===== src/qlu_pkg.sv =====
// ----------------------------------------------------------------------------
// qlu_pkg
// Shared constants, types and helper functions of the Q-learning update core.
// ----------------------------------------------------------------------------
package qlu_pkg;

  localparam int NUM_STATES  = 256;
  localparam int NUM_ACTIONS = 8;

  localparam int ACTION_W = 3;
  localparam int STATE_W  = 8;
  localparam int MASK_W   = 8;
  localparam int VALUE_W  = 32;
  localparam int RATE_W   = 16;

  localparam int SIDX_W    = $clog2(NUM_STATES);
  localparam int AIDX_W    = $clog2(NUM_ACTIONS);
  localparam int TBL_AW    = SIDX_W + AIDX_W;
  localparam int TBL_DEPTH = 1 << TBL_AW;
  localparam int CNT_W     = $clog2(NUM_ACTIONS + 1);

  localparam int CFG_AW = 3;
  localparam int CFG_DW = 32;
  localparam int CFG_IW = CFG_AW - 2;

  localparam logic [CFG_IW-1:0] REG_LEARNING_RATE   = CFG_IW'(0);
  localparam logic [CFG_IW-1:0] REG_DISCOUNT_FACTOR = CFG_IW'(1);

  localparam logic [RATE_W-1:0] LEARNING_RATE_RST   = 16'd6554;
  localparam logic [RATE_W-1:0] DISCOUNT_FACTOR_RST = 16'd58982;

  localparam logic [VALUE_W-1:0] VALUE_MAX = 32'h7fff_ffff;
  localparam logic [VALUE_W-1:0] VALUE_MIN = 32'h8000_0000;

  typedef struct packed {
    logic [RATE_W-1:0] learning_rate;
    logic [RATE_W-1:0] discount_factor;
  } qlu_cfg_t;

  function automatic logic [SIDX_W-1:0] clamp_state(input logic [STATE_W-1:0] s);
    if (int'(s) >= NUM_STATES) begin
      return SIDX_W'(NUM_STATES - 1);
    end
    return SIDX_W'(s);
  endfunction

  function automatic logic [AIDX_W-1:0] clamp_action(input logic [ACTION_W-1:0] a);
    if (int'(a) >= NUM_ACTIONS) begin
      return AIDX_W'(NUM_ACTIONS - 1);
    end
    return AIDX_W'(a);
  endfunction

endpackage


===== src/qlu_cfg.sv =====
// ----------------------------------------------------------------------------
// qlu_cfg
// APB register file: learning rate and discount factor.
// ----------------------------------------------------------------------------
module qlu_cfg (
  input  logic                      clk,
  input  logic                      rst_n,
  input  logic                      psel,
  input  logic                      penable,
  input  logic                      pwrite,
  input  logic [qlu_pkg::CFG_AW-1:0] paddr,
  input  logic [qlu_pkg::CFG_DW-1:0] pwdata,
  output logic [qlu_pkg::CFG_DW-1:0] prdata,
  output logic                      pready,
  output qlu_pkg::qlu_cfg_t         cfg
);
  import qlu_pkg::*;

  logic [RATE_W-1:0] lr_r;
  logic [RATE_W-1:0] df_r;
  logic [CFG_IW-1:0] idx;
  logic              wr;

  assign idx    = paddr[CFG_AW-1:2];
  assign wr     = psel && penable && pwrite;
  assign pready = 1'b1;

  always_ff @(posedge clk) begin
    if (!rst_n) begin
      lr_r <= LEARNING_RATE_RST;
      df_r <= DISCOUNT_FACTOR_RST;
    end else if (wr) begin
      if (idx == REG_LEARNING_RATE) begin
        lr_r <= pwdata[RATE_W-1:0];
      end
      if (idx == REG_DISCOUNT_FACTOR) begin
        df_r <= pwdata[RATE_W-1:0];
      end
    end
  end

  always_comb begin
    prdata = '0;
    if (idx == REG_LEARNING_RATE) begin
      prdata = CFG_DW'(lr_r);
    end else if (idx == REG_DISCOUNT_FACTOR) begin
      prdata = CFG_DW'(df_r);
    end
  end

  assign cfg.learning_rate   = lr_r;
  assign cfg.discount_factor = df_r;

endmodule


===== config.mk =====
export PLATFORM = sky130hd
export DESIGN_NAME = qlu_cfg
export DESIGN_NICKNAME = d
export VERILOG_FILES = /design/src/qlu_pkg.sv /design/src/qlu_cfg.sv
export SDC_FILE = /design/constraint.sdc
export NUM_CORES = 1
export LEC_CHECK = 0
export ABC_AREA = 1
export CAP_MARGIN = 20
export CORE_MARGIN = 2
export CORE_UTILIZATION = 56
export CTS_CLUSTER_SIZE = 8
export DETAILED_ROUTE_END_ITERATION = 6
export DONT_BUFFER_PORTS = 1
export GPL_ROUTABILITY_DRIVEN = 0
export PLACE_DENSITY = 0.74
export SETUP_SLACK_MARGIN = 0.5
export SYNTH_ARGS = -nofsm -noshare
export SYNTH_HDL_FRONTEND = slang
export SYNTH_SLANG_ARGS = --single-unit

===== constraint.sdc =====
create_clock -name clk -period 0.8 [get_ports clk]
set_input_delay 0.04 -clock clk [delete_from_list [all_inputs] [get_ports clk]]
set_output_delay 0.04 -clock clk [all_outputs]
set_load 0.01 [all_outputs]

==> flow_summary.json <==
{
  "final.setup.worst_slack_ns": -0.107,
  "nets": 283,
  "critPathArrivalTime_ns": 0.87,
  "fp.dieW_um": 58.5,
  "cts_setup_buffers": 0,
  "start_kind": "flop",
  "first_pass_iters": 4,
  "syn_area_mm2": 0.00166,
  "cts.clk_slew.worst_paths_ns": 0.09,
  "setup_violations": 17,
  "clock_path_buffers": 2,
  "vias": 1428,
  "via_per_inst": 5.19,
  "cts_tree": "built",
  "min_to": "lr_r[11]$_SDFFE_PN1P_",
  "critical-path-slowest-cell": "dfxtp_4",
  "synth.ff_latch_count": 32,
  "finalCritPeriodShare_pct": 113,
  "min_path_type": "in -> reg",
  "powerDensity_mw_per_mm2": 1520,
  "core_area_mm2": 0.00278,
  "report.final.hold_viol_count": 32,
  "die-area_mm2": 0.00342,
  "p_leak_nw": 0.928,
  "portBuffers": 0,
  "io_pins": 105,
  "drive_above_1_share_pct": 51.2,
  "crit_required_ns": 0.76,
  "crit_fanout": 3,
  "gr-total-overflow": 0,
  "drt_iter0_drc": 37,
  "yosys_warnings": 0,
  "drv_slew": 0,
  "hp-start": "rst_n",
  "r2r_start": "df_r[5]$_SDFFE_PN1P_",
  "start_util_pct": 59.8,
  "diodes": 0,
  "syn2layout_area_growth_pct": 20.8,
  "syn_area_per_cell_um2": 6.76,
  "clock_latency_ns": 0.33,
  "ys_top_cells_by_area": "dfxtp_1 39%, nand2_1 22%, nand3_1 9.6%",
  "post-route-min-period_ns": 0.907,
  "wl_per_cell_um": 13.6,
  "yosys.area.top_type": "dfxtp_1",
  "ys_seq_area_share_pct": 38.5,
  "num_rows": 19,
  "cpPeakStageDelay_ns": 0.39,
  "place_inst": 267,
  "drt_wl_total_um": 3740,
  "violations": "negative hold slack, negative setup slack",
  "cts-root-buf": "clkbuf_4",
  "syn_inst": 246,
  "rsz0062_at_grt": "true",
  "antenna_left": 0,
  "worstSetupPathType": "reg -> out",
  "cts_buffers": 5,
  "ir_drop_v": 0.00145,
  "finClkSkew_ns": 0,
  "grt_max_degree": 33,
  "timing.hold.ws_ns": -0.227,
  "drc": 0,
  "status": "complete, but fails checks",
  "postLayoutCoreUtil_pct": 72.2,
  "drv_cap": 0,
  "grt_pass1_wl_um": 5750,
  "timing.fmax_mhz": 1100,
  "final_cells": 275,
  "crit_chain": "nand2_1 -> nand2_2",
  "track_usage_pct": 22.1,
  "fp.dieH_um": 58.5,
  "path_buf_inv": 0,
  "yosysTopAreaCellShare_pct": 38.5,
  "end_kind": "primary output",
  "h-tree-depth": 2,
  "clock-sinks": 32,
  "tns_ns": -1.57,
  "antenna_found_initial": 0,
  "dpl_cell_area_mm2": 0.00166,
  "stdcell_area_mm2": 0.00201,
  "rrSetupSlack_ns": 0.19,
  "min_path_cells": 1,
  "critical-path-top-delay-family": "flip-flops",
  "dpl.hpwl_um": 2260,
  "timing.rr.end": "df_r[5]$_SDFFE_PN1P_",
  "yosysUniqueCellTypes": 17,
  "r2r_cells": 2,
  "grt_pass1_vias": 1288
}
cells in the mapped netlist:
library cell and n:
buf_2 3, buf_4 17, buf_6 3, buf_8 1, clkbuf_1 4, conb_1 2, dfxtp_1 32, inv_1 15
inv_2 1, inv_4 1, nand2_1 96, nand2_2 3, nand3_1 32, nand3_4 1, nor2_1 30, nor2_2 2
nor2_8 3
kinds of logic (layout without fill, tap and decap cells):
group | after synthesis | count (layout) | synth area share (%)
buf+inv | 45 | 28 | 16.4
other cells | 2 | 17 | 0.452
flops | 32 | 32 | 38.5
simple gates | 167 | 167 | 44.6
repair_timing:
item / CTS / global route
gates resized for setup: 59 / 51
endpoints found under the setup margin: 80 / 80
endpoints found under the hold margin: 32 / 32
pin swaps: 36 / 19
worst max-delay path by stage:
stage	start	to	slack, ns	cells past startpoint
final	lr_r[14]$_SDFFE_PN0P_	prdata[14]	-0.11	2
after global routing	lr_r[0]$_SDFFE_PN0P_	prdata[0]	-0.14	2
after CTS	lr_r[3]$_SDFFE_PN1P_	prdata[3]	-0.11	2
after detailed placement	psel	df_r[5]$_SDFFE_PN1P_	0.08	5
after global placement	pwrite	lr_r[13]$_SDFFE_PN0P_	0.11	4
after floorplan	psel	df_r[11]$_SDFFE_PN0P_	0.16	6
sequential cells by signal, indices dropped and copies added, names as in the netlist:
register	cells
df_r	16
lr_r	16
placed cells by master (no fill, tap or decap):
master,n
clkbuf_4,5
nor2_2,8
dfxtp_4,29
nor2_1,23
nand3_2,14
clkbuf_1,2
nand2_1,44
nand2_8,1
inv_1,15
inv_2,1
inv_12,1
buf_12,1
nor2_8,3
dfxtp_2,3
clkbuf_8,1
conb_1,17
nand2_2,54
nand3_1,18
buf_4,1
buf_6,1
nor2_4,1
nand3_4,1
layout make-up:
| type | count | area, um2 |
|---|---|---|
| clock buffers | 8 | 58.8 |
| fillers | 236 | 773 |
| inverters | 17 | 76.3 |
| multi-input cells | 184 | 1040 |
| flip-flops and latches | 32 | 753 |
| well taps | 31 | 38.8 |
| repair buffers | 3 | 38.8 |
where the power goes:
group | leakage [nW] | switching (mW) | total [mW] | internal (mW)
registers | 0.271 | 0.0873 | 1.68 | 1.59
clock network | 0.0326 | 0.520 | 0.954 | 0.433
logic | 0.624 | 0.268 | 0.418 | 0.150
total | 0.928 | 0.876 | 3.05 | 2.17
through the flow:
| step | power [mW] | worst slack (ns) |
|---|---|---|
| 6_report | 3.05 | -0.107 |
| 5_1_grt | 3.20 | -0.144 |
| 4_1_cts | 3.07 | -0.111 |
| 3_5_place_dp | 2.13 | 0.0831 |
| 3_3_place_gp | 2.12 | 0.107 |
| 2_1_floorplan | 2.19 | 0.159 |
per-layer routing:
metal  global-route usage, %  up-vias  wire length (um)
li1                        -      714                 -
met1                    24.8      642              1540
met2                    37.7       63              1830
met3                    6.59        9               295
met4                    11.6        0                74
met5                       0        -                 0
(Power assumes the default switching activity.)
